[src/hw/rtl/life_automaton_row_step_macros.svh]
// ----------------------------------------------------------------------------
// life_automaton_row_step_macros.svh
// Assertion shorthands for the row-step RTL, used by lar_outq.
// ----------------------------------------------------------------------------
`ifndef LIFE_AUTOMATON_ROW_STEP_MACROS_SVH
`define LIFE_AUTOMATON_ROW_STEP_MACROS_SVH

// same-cycle implication, disabled in reset
`define LAR_ASSERT_NOW(lbl, clk_s, rst_s, ante, cons, msg) \
  lbl: assert property (@(posedge clk_s) disable iff (rst_s) (ante) |-> (cons)) \
    else $error(msg);

// next-cycle implication, disabled in reset
`define LAR_ASSERT_NEXT(lbl, clk_s, rst_s, ante, cons, msg) \
  lbl: assert property (@(posedge clk_s) disable iff (rst_s) (ante) |=> (cons)) \
    else $error(msg);

`endif

[src/hw/rtl/lar_pkg.sv]
// ----------------------------------------------------------------------------
// lar_pkg
// Types and constants for the life automaton row step.
// ----------------------------------------------------------------------------
`default_nettype none

package lar_pkg;

  localparam int ROW_W         = 64;
  localparam int WIDTH_W       = 7;
  localparam int MAX_WIDTH_DEF = 64;
  localparam int QDEPTH        = 4;

  localparam int BIRTH_COUNT   = 3;
  localparam int SURVIVE_COUNT = 2;

  localparam int APB_ADDR_W    = 3;
  localparam int APB_DATA_W    = 32;
  localparam int REG_IDX_W     = APB_ADDR_W - 2;

  localparam logic [REG_IDX_W-1:0] REG_BOARD_WIDTH = REG_IDX_W'(0);
  localparam logic [WIDTH_W-1:0]   BOARD_WIDTH_RST = WIDTH_W'(64);

  typedef struct packed {
    logic [ROW_W-1:0] row_cells;
    logic             last_row;
  } lar_in_t;

  typedef struct packed {
    logic [ROW_W-1:0] next_row;
    logic             board_done;
  } lar_out_t;

  // results pushed into the output queue in one cycle
  typedef struct packed {
    logic mid;   // result for the held row
    logic last;  // result for the final row itself
  } lar_push_t;

endpackage

`default_nettype wire

[src/hw/rtl/lar_lane.sv]
// ----------------------------------------------------------------------------
// lar_lane
// B3/S23 rule for one cell from its eight neighbors.
// ----------------------------------------------------------------------------
`default_nettype none

module lar_lane import lar_pkg::*; (
  input  logic [7:0] nbrs,
  input  logic       self_alive,
  output logic       next_alive
);

  logic [3:0] n;

  always_comb begin
    n = '0;
    for (int i = 0; i < 8; i++) begin
      n = n + 4'(nbrs[i]);
    end
  end

  assign next_alive = (n == 4'(BIRTH_COUNT)) || (self_alive && (n == 4'(SURVIVE_COUNT)));

endmodule

`default_nettype wire

[src/hw/rtl/lar_row.sv]
// ----------------------------------------------------------------------------
// lar_row
// One lane per column; merges lane outputs into a masked next-state row.
// ----------------------------------------------------------------------------
`default_nettype none

module lar_row import lar_pkg::*; #(
  parameter int MAX_WIDTH = MAX_WIDTH_DEF
) (
  input  logic [MAX_WIDTH-1:0] up,
  input  logic [MAX_WIDTH-1:0] mid,
  input  logic [MAX_WIDTH-1:0] dn,
  input  logic [MAX_WIDTH-1:0] mask,
  output logic [MAX_WIDTH-1:0] next_row
);

  logic [MAX_WIDTH+1:0] pu, pm, pd;
  logic [MAX_WIDTH-1:0] lanes;

  // zero padding gives dead cells past both edges
  assign pu = {1'b0, up  & mask, 1'b0};
  assign pm = {1'b0, mid & mask, 1'b0};
  assign pd = {1'b0, dn  & mask, 1'b0};

  for (genvar j = 0; j < MAX_WIDTH; j++) begin : g_lane
    lar_lane u_lane (
      .nbrs       ({pu[j], pu[j+1], pu[j+2], pm[j], pm[j+2], pd[j], pd[j+1], pd[j+2]}),
      .self_alive (pm[j+1]),
      .next_alive (lanes[j])
    );
  end

  assign next_row = lanes & mask;

endmodule

`default_nettype wire

[src/hw/rtl/lar_outq.sv]
// ----------------------------------------------------------------------------
// lar_outq
// Result queue; takes up to two results a cycle, hands out one while out_stall is low.
// ----------------------------------------------------------------------------
`default_nettype none

`include "life_automaton_row_step_macros.svh"

module lar_outq import lar_pkg::*; (
  input  logic      clk,
  input  logic      rst,
  input  lar_push_t push,
  input  lar_out_t  mid_res,
  input  lar_out_t  last_res,
  output logic      space,
  output logic      out_valid,
  input  logic      out_stall,
  output lar_out_t  out_data
);

  localparam int PTR_W = $clog2(QDEPTH);
  localparam int CNT_W = PTR_W + 1;

  lar_out_t         mem [QDEPTH];
  logic [PTR_W-1:0] wr_ptr;
  logic [PTR_W-1:0] rd_ptr;
  logic [CNT_W-1:0] count;
  logic [CNT_W-1:0] n_push;
  logic             pop;

  assign pop       = out_valid && !out_stall;
  assign n_push    = CNT_W'(push.mid) + CNT_W'(push.last);
  assign out_valid = (count != '0);
  assign out_data  = mem[rd_ptr];
  assign space     = (count <= CNT_W'(QDEPTH - 2));

  always_ff @(posedge clk) begin
    if (push.mid || push.last) begin
      mem[wr_ptr] <= push.mid ? mid_res : last_res;
    end
    if (push.mid && push.last) begin
      mem[wr_ptr + PTR_W'(1)] <= last_res;
    end
  end

  always_ff @(posedge clk) begin
    if (rst) begin
      wr_ptr <= '0;
      rd_ptr <= '0;
      count  <= '0;
    end else begin
      wr_ptr <= wr_ptr + PTR_W'(n_push);
      rd_ptr <= rd_ptr + PTR_W'(pop);
      count  <= count + n_push - CNT_W'(pop);
    end
  end

  `LAR_ASSERT_NOW(a_count_bound, clk, rst, 1'b1, count <= CNT_W'(QDEPTH), "queue overflow")
  `LAR_ASSERT_NOW(a_push_space, clk, rst, push.mid || push.last, space, "push without room")
  `LAR_ASSERT_NEXT(a_double_push, clk, rst, push.mid && push.last && !pop,
                   count == $past(count) + CNT_W'(2), "double push miscounted")

endmodule

`default_nettype wire

[src/hw/rtl/life_automaton_row_step.sv]
// ----------------------------------------------------------------------------
// life_automaton_row_step
// One B3/S23 generation computed row by row, one lane per column.
// ----------------------------------------------------------------------------
// channel   dir  handshake                 payload
// cells     in   cells_valid/cells_stall   row_cells, last_row
// result    out  result_valid/result_stall next_row, board_done
// apb       cfg  psel/penable/pready       board_width at byte address 0
//
// A row is taken every cycle while the result queue has two free slots;
// its result is queued when the next row is taken; a final row also queues
// its own result, both at once when a row is held. The output port moves
// one result a cycle while not stalled. Reset clears the held rows and the
// queue; board_width returns to 64. A stalled result holds; input stalls in
// reset and while fewer than two queue slots are free.
// ----------------------------------------------------------------------------
`default_nettype none

module life_automaton_row_step import lar_pkg::*; #(
  parameter int MAX_WIDTH = MAX_WIDTH_DEF
) (
  input  logic                  clk,
  input  logic                  rst,
  input  logic                  cells_valid,
  output logic                  cells_stall,
  input  lar_in_t               cells,
  output logic                  result_valid,
  input  logic                  result_stall,
  output lar_out_t              result,
  input  logic                  psel,
  input  logic                  penable,
  input  logic                  pwrite,
  input  logic [APB_ADDR_W-1:0] paddr,
  input  logic [APB_DATA_W-1:0] pwdata,
  output logic [APB_DATA_W-1:0] prdata,
  output logic                  pready
);

  localparam logic [WIDTH_W-1:0] MAXW = WIDTH_W'(MAX_WIDTH);

  logic [WIDTH_W-1:0]   board_width;
  logic [WIDTH_W-1:0]   w_eff;
  logic [MAX_WIDTH-1:0] mask;
  logic [REG_IDX_W-1:0] reg_idx;
  logic                 cfg_wr;

  logic [MAX_WIDTH-1:0] row_above;
  logic [MAX_WIDTH-1:0] row_middle;
  logic                 middle_valid;
  logic [MAX_WIDTH-1:0] row_in;
  logic [MAX_WIDTH-1:0] up_last;
  logic [MAX_WIDTH-1:0] gen_mid;
  logic [MAX_WIDTH-1:0] gen_last;

  logic                 accept;
  logic                 space;
  lar_push_t            push;
  lar_out_t             mid_res;
  lar_out_t             last_res;

  // configuration
  assign pready  = 1'b1;
  assign reg_idx = paddr[APB_ADDR_W-1:2];
  assign cfg_wr  = psel && penable && pwrite && pready;

  always_ff @(posedge clk) begin
    if (rst) begin
      board_width <= BOARD_WIDTH_RST;
    end else if (cfg_wr) begin
      unique case (reg_idx)
        REG_BOARD_WIDTH: board_width <= pwdata[WIDTH_W-1:0];
        default: ;
      endcase
    end
  end

  always_comb begin
    prdata = '0;
    unique case (reg_idx)
      REG_BOARD_WIDTH: prdata = APB_DATA_W'(board_width);
      default: ;
    endcase
  end

  assign w_eff = (board_width > MAXW) ? MAXW : board_width;

  always_comb begin
    for (int j = 0; j < MAX_WIDTH; j++) begin
      mask[j] = (WIDTH_W'(j) < w_eff);
    end
  end

  // row window
  assign cells_stall = rst || !space;
  assign accept      = cells_valid && !cells_stall;
  assign row_in      = cells.row_cells[MAX_WIDTH-1:0] & mask;
  assign up_last     = middle_valid ? row_middle : '0;

  always_ff @(posedge clk) begin
    if (rst) begin
      row_above    <= '0;
      row_middle   <= '0;
      middle_valid <= 1'b0;
    end else if (accept) begin
      if (cells.last_row) begin
        row_above    <= '0;
        row_middle   <= '0;
        middle_valid <= 1'b0;
      end else begin
        row_above    <= up_last;
        row_middle   <= row_in;
        middle_valid <= 1'b1;
      end
    end
  end

  lar_row #(.MAX_WIDTH(MAX_WIDTH)) u_row_mid (
    .up       (row_above),
    .mid      (row_middle),
    .dn       (row_in),
    .mask     (mask),
    .next_row (gen_mid)
  );

  lar_row #(.MAX_WIDTH(MAX_WIDTH)) u_row_last (
    .up       (up_last),
    .mid      (row_in),
    .dn       ('0),
    .mask     (mask),
    .next_row (gen_last)
  );

  assign push.mid  = accept && middle_valid;
  assign push.last = accept && cells.last_row;

  assign mid_res.next_row    = ROW_W'(gen_mid);
  assign mid_res.board_done  = 1'b0;
  assign last_res.next_row   = ROW_W'(gen_last);
  assign last_res.board_done = 1'b1;

  lar_outq u_outq (
    .clk       (clk),
    .rst       (rst),
    .push      (push),
    .mid_res   (mid_res),
    .last_res  (last_res),
    .space     (space),
    .out_valid (result_valid),
    .out_stall (result_stall),
    .out_data  (result)
  );

endmodule

`default_nettype wire
[config.mk]
export PLATFORM = sky130hd
export DESIGN_NAME = life_automaton_row_step
export DESIGN_NICKNAME = d
export VERILOG_FILES = /design/src/hw/rtl/lar_pkg.sv /design/src/hw/rtl/lar_lane.sv /design/src/hw/rtl/lar_row.sv /design/src/hw/rtl/lar_outq.sv /design/src/hw/rtl/life_automaton_row_step.sv
export VERILOG_INCLUDE_DIRS = /design/src /design/src/hw/rtl
export SDC_FILE = /design/constraint.sdc
export NUM_CORES = 2
export LEC_CHECK = 0
export ABC_CLOCK_PERIOD_IN_PS = 6300
export BUFFER_PORTS_ARGS = -buffer_cell sky130_fd_sc_hd__buf_2
export CAP_MARGIN = 0
export CORE_AREA = 2 2 405 287
export DETAILED_ROUTE_END_ITERATION = 10
export DIE_AREA = 0 0 407 289
export GPL_TIMING_DRIVEN = 1
export PLACE_DENSITY_LB_ADDON = 0.08
export SYNTH_ARGS = -nofsm -noshare
export SYNTH_HDL_FRONTEND = slang
export SYNTH_SLANG_ARGS = --single-unit
export TNS_END_PERCENT = 1
[constraint.sdc]
create_clock -name clk -period 6.3 [get_ports clk]
set_input_delay 1.26 -clock clk [delete_from_list [all_inputs] [get_ports clk]]
set_output_delay 1.26 -clock clk [all_outputs]
set_load 0.02 [all_outputs]
==> results.py <==
metrics = {
    "detailed_routing": {
        "drc": 0,
        "drtIter0Drc": 2120,
        "wl_per_cell_um": 24.4,
        "dr.pass1.iters": 5,
        "totalWireLength_um": 125000,
        "postRouteAntennaNets": 0,
        "route.vias.total": 26300,
        "via_per_inst": 5.12,
    },
    "power": {
        "vdd.ir_drop.worst_mv": 0.193,
        "p_leak_uw": 0.0178,
        "power.density_nw_per_um2": 237,
    },
    "critical_path": {
        "timing_worst_setup_path_type": "reg -> reg",
        "crit_path_start_kind": "flop",
        "worst_setup_path_end_kind": "flop",
        "critical_path.endpoint": "u_outq.mem[1][26]",
        "regToRegStartpoint": "board_width[3]",
        "crit_path_launch": "board_width[3]",
        "reg2reg_setup_slack_ns": 0.63,
        "crit-reg2reg-capture": "u_outq.mem[1][26]",
        "critPathMaxFanout": 27,
        "cp_data_arrival_time_ns": 6.15,
        "timing.reg2reg.worst_path_depth": 14,
        "crit_required_ns": 6.78,
    },
    "cells_and_area": {
        "num-nets-final": 4291,
        "instances_no_fill": 5128,
        "drive_above_1_share": 0.134,
        "layout.filler_cells": 11600,
        "layout.cells.most_common": "sky130_fd_sc_hd__inv_1",
        "multiInputGateArea_um2": 21900,
        "final-seq-area_um2": 10600,
        "final_cell_mix": "487 x sky130_fd_sc_hd__inv_1, 378 x sky130_fd_sc_hd__fa_1, 258 x sky130_fd_sc_hd__ha_1",
        "p_r_area_growth_vs_syn_pct": 13.9,
    },
    "synthesis": {
        "ys_warn_count": 0,
        "post_synth_mux_area_share": 0.0435,
        "synth_compound_area_frac": 0.133,
        "synthXorXnorAreaFrac": 0.00150,
        "synth.ff_latch_count": 403,
        "yosys.area_share.adder": 0.308,
        "ys.flop_type": "sky130_fd_sc_hd__edfxtp_1",
        "syn_area_um2": 35000,
        "ys_top_cells_by_area": "sky130_fd_sc_hd__edfxtp_1 22%, sky130_fd_sc_hd__fa_1 22%, sky130_fd_sc_hd__ha_1 9.2%",
        "sequential_cell_area_fraction_in_the_yosys_report": 0.304,
        "synth.top_cell.area_share": 0.220,
        "largest_family_of_logic_cells_by_synthesized_area": "adder cells",
        "netlist_instances": 3368,
        "synth.largest_area_cell": "sky130_fd_sc_hd__edfxtp_1",
        "number_of_synthesized_flops_with_an_enable_pin": 256,
        "synthesized_area_per_cell_um2": 10.4,
        "asyncSetResetFlopFracSynth": 0,
        "post_synth_and_or_nand_nor_area_fraction": 0.134,
        "synth_cell_type_count": 71,
    },
    "cts": {
        "cts_tree": "done",
        "cts_setup_buffers": 0,
        "clock_sinks": 403,
        "clk_transition_reported_paths_ns": 0.06,
        "cts.hold.buffers_added": 0,
        "cts_inserted_buffers": 51,
        "post_cts_resize_count": 0,
        "clock_path_buffers": 3,
        "ctsHtreeMaxLevel": 2,
        "ctsRootBufferMaster": "sky130_fd_sc_hd__clkbuf_16",
        "worstSkewPairLatency_ns": 0.63,
    },
    "timing": {
        "max_slew.worst_pin.slew_ns": 1.16,
        "timing.final.hold_violations": 0,
        "max_slew_margin": 0.229,
        "final.period_utilization": 0.900,
        "fin_setup_tns_ns": 0,
        "finalSetupViolations": 0,
        "unrepaired_setup_endpoints_after_global_routing": "false",
        "fmax_mhz": 176,
        "fin_crit_period_ns": 5.67,
        "final_max_tran_viols": 0,
        "worst_clock_skew_ns": 0.0167,
    },
    "floorplanning": {
        "die_height_um": 289,
        "core_area_um2": 114000,
        "initial_standard_cell_utilization_of_the_core": 0.308,
        "floorplan.io_pins": 207,
        "die_width_um": 407,
        "row_count": 104,
        "design.die.area_um2": 118000,
    },
    "placed_design": {
        "hpwlAfterDp_um": 90300,
        "gpl.final_weighted_congestion": 0.799,
        "place.detailed.instances": 5032,
        "io_buffer_count": 153,
    },
    "global_route": {
        "overflow": 0,
        "grt_max_degree": 107,
        "antenna_violations_before_repair": 9,
        "first_global_vias": 26000,
        "grt_first_pass_wirelength_um": 184000,
        "global_route.usage.total": 0.214,
    },
    "hold_path": {
        "hold_class": "reg -> reg",
        "hold_depth": 2,
    },
    "status": {
        "status": "completed",
    },
    "job": {
        "cap_viol_max_count": 0,
    },
}
==> worst min-delay path by stage <==
stage	start	to
after floorplan	u_outq.mem[2][0]	u_outq.mem[2][0]
after global placement	u_outq.mem[3][0]	u_outq.mem[3][0]
after detailed placement	u_outq.mem[3][0]	u_outq.mem[3][0]
after CTS	u_outq.mem[3][0]	u_outq.mem[3][0]
after global routing	u_outq.mem[3][0]	u_outq.mem[3][0]
final	u_outq.mem[3][0]	u_outq.mem[3][0]
==> worst max-delay path, cell delays in order, from the launching register on <==
cell                       delay (ns)
sky130_fd_sc_hd__dfxtp_2         0.76
sky130_fd_sc_hd__a211oi_2        0.29
sky130_fd_sc_hd__a41oi_1         0.77
sky130_fd_sc_hd__nand2_1         0.35
sky130_fd_sc_hd__fa_1            0.62
sky130_fd_sc_hd__fa_1            0.45
sky130_fd_sc_hd__fa_1            0.52
sky130_fd_sc_hd__inv_1           0.04
sky130_fd_sc_hd__ha_1            0.21
sky130_fd_sc_hd__fa_1            0.41
sky130_fd_sc_hd__or2_2           0.31
sky130_fd_sc_hd__a211oi_1        0.37
sky130_fd_sc_hd__buf_4           0.21
sky130_fd_sc_hd__a32oi_1         0.05
sky130_fd_sc_hd__nor2_1          0.14
==> flip-flops by register name (all words and copies together) (netlist names) <==
name and count:
board_width 7, u_outq.rd_ptr 2, u_outq.wr_ptr 2, middle_valid 1
u_outq.count 3, row_middle 64, u_outq.mem 260, row_above 64
==> layer usage <==
metal | wire (um) | vias to the layer above | global-route usage | share of wire
met2 | 52500 | 684 | 0.311 | 0.42
met5 | 13 | - | 0 | 0.00010
met3 | 6550 | 96 | 0.0268 | 0.052
met4 | 1940 | 2 | 0.0381 | 0.016
met1 | 63900 | 13300 | 0.338 | 0.51
li1 | - | 12200 | - | -
==> cell type report <==
type                       instances  share of cell area
antenna                            1           0.0000627
clock buffer                      65              0.0346
clock inverter                    30              0.0101
inverter                         491              0.0463
multi-input combinational       2327               0.550
sequential                       403               0.267
tap                             1537              0.0482
timing repair buffer             274              0.0442
==> power by group <==
group	switching, uW	leakage (uW)	internal (uW)	total, uW
Sequential	166	0.00349	2890	3060
Combinational	1950	0.0135	1170	3120
Clock	1320	0.000857	1950	3280
==> cells in the mapped netlist (60+ instances only) <==
cell                       count
sky130_fd_sc_hd__mux4_2       65
sky130_fd_sc_hd__edfxtp_1    256
sky130_fd_sc_hd__a32oi_1      84
sky130_fd_sc_hd__a21oi_1      71
sky130_fd_sc_hd__fa_1        378
sky130_fd_sc_hd__nand3_1      60
sky130_fd_sc_hd__nand2_1     261
sky130_fd_sc_hd__clkbuf_1     77
sky130_fd_sc_hd__o21ai_0      64
sky130_fd_sc_hd__a22oi_1      85
sky130_fd_sc_hd__dfxtp_1     147
sky130_fd_sc_hd__ha_1        258
sky130_fd_sc_hd__nor2_1      252
sky130_fd_sc_hd__inv_1       487
sky130_fd_sc_hd__o22ai_1     140
==> cells by family after synthesis <==
family                   Yosys count
AO/OA/AOI/OAI                    651
buffers and inverters            662
AND/OR/NAND/NOR                  937
XOR/XNOR                           6
flip-flops                       403
other                              2
multiplexers                      71
adder cells (fa/ha/maj)          636
==> through the flow <==
step                instance area, um^2  power (uW)  setup slack [ns]  utilization  hold WS [ns]
CTS                               39900        9590             0.617        0.350         0.470
detailed placement                38100        6280             0.665        0.335         0.457
global placement                  38100        6280             0.685        0.335         0.450
floorplan                         35100        5100             0.740            -         0.435
finish                            39900        9450             0.630        0.350         0.467
global route                      39900       10000             0.340        0.350         0.486
Note: power is estimated with default switching activity, not from simulation.
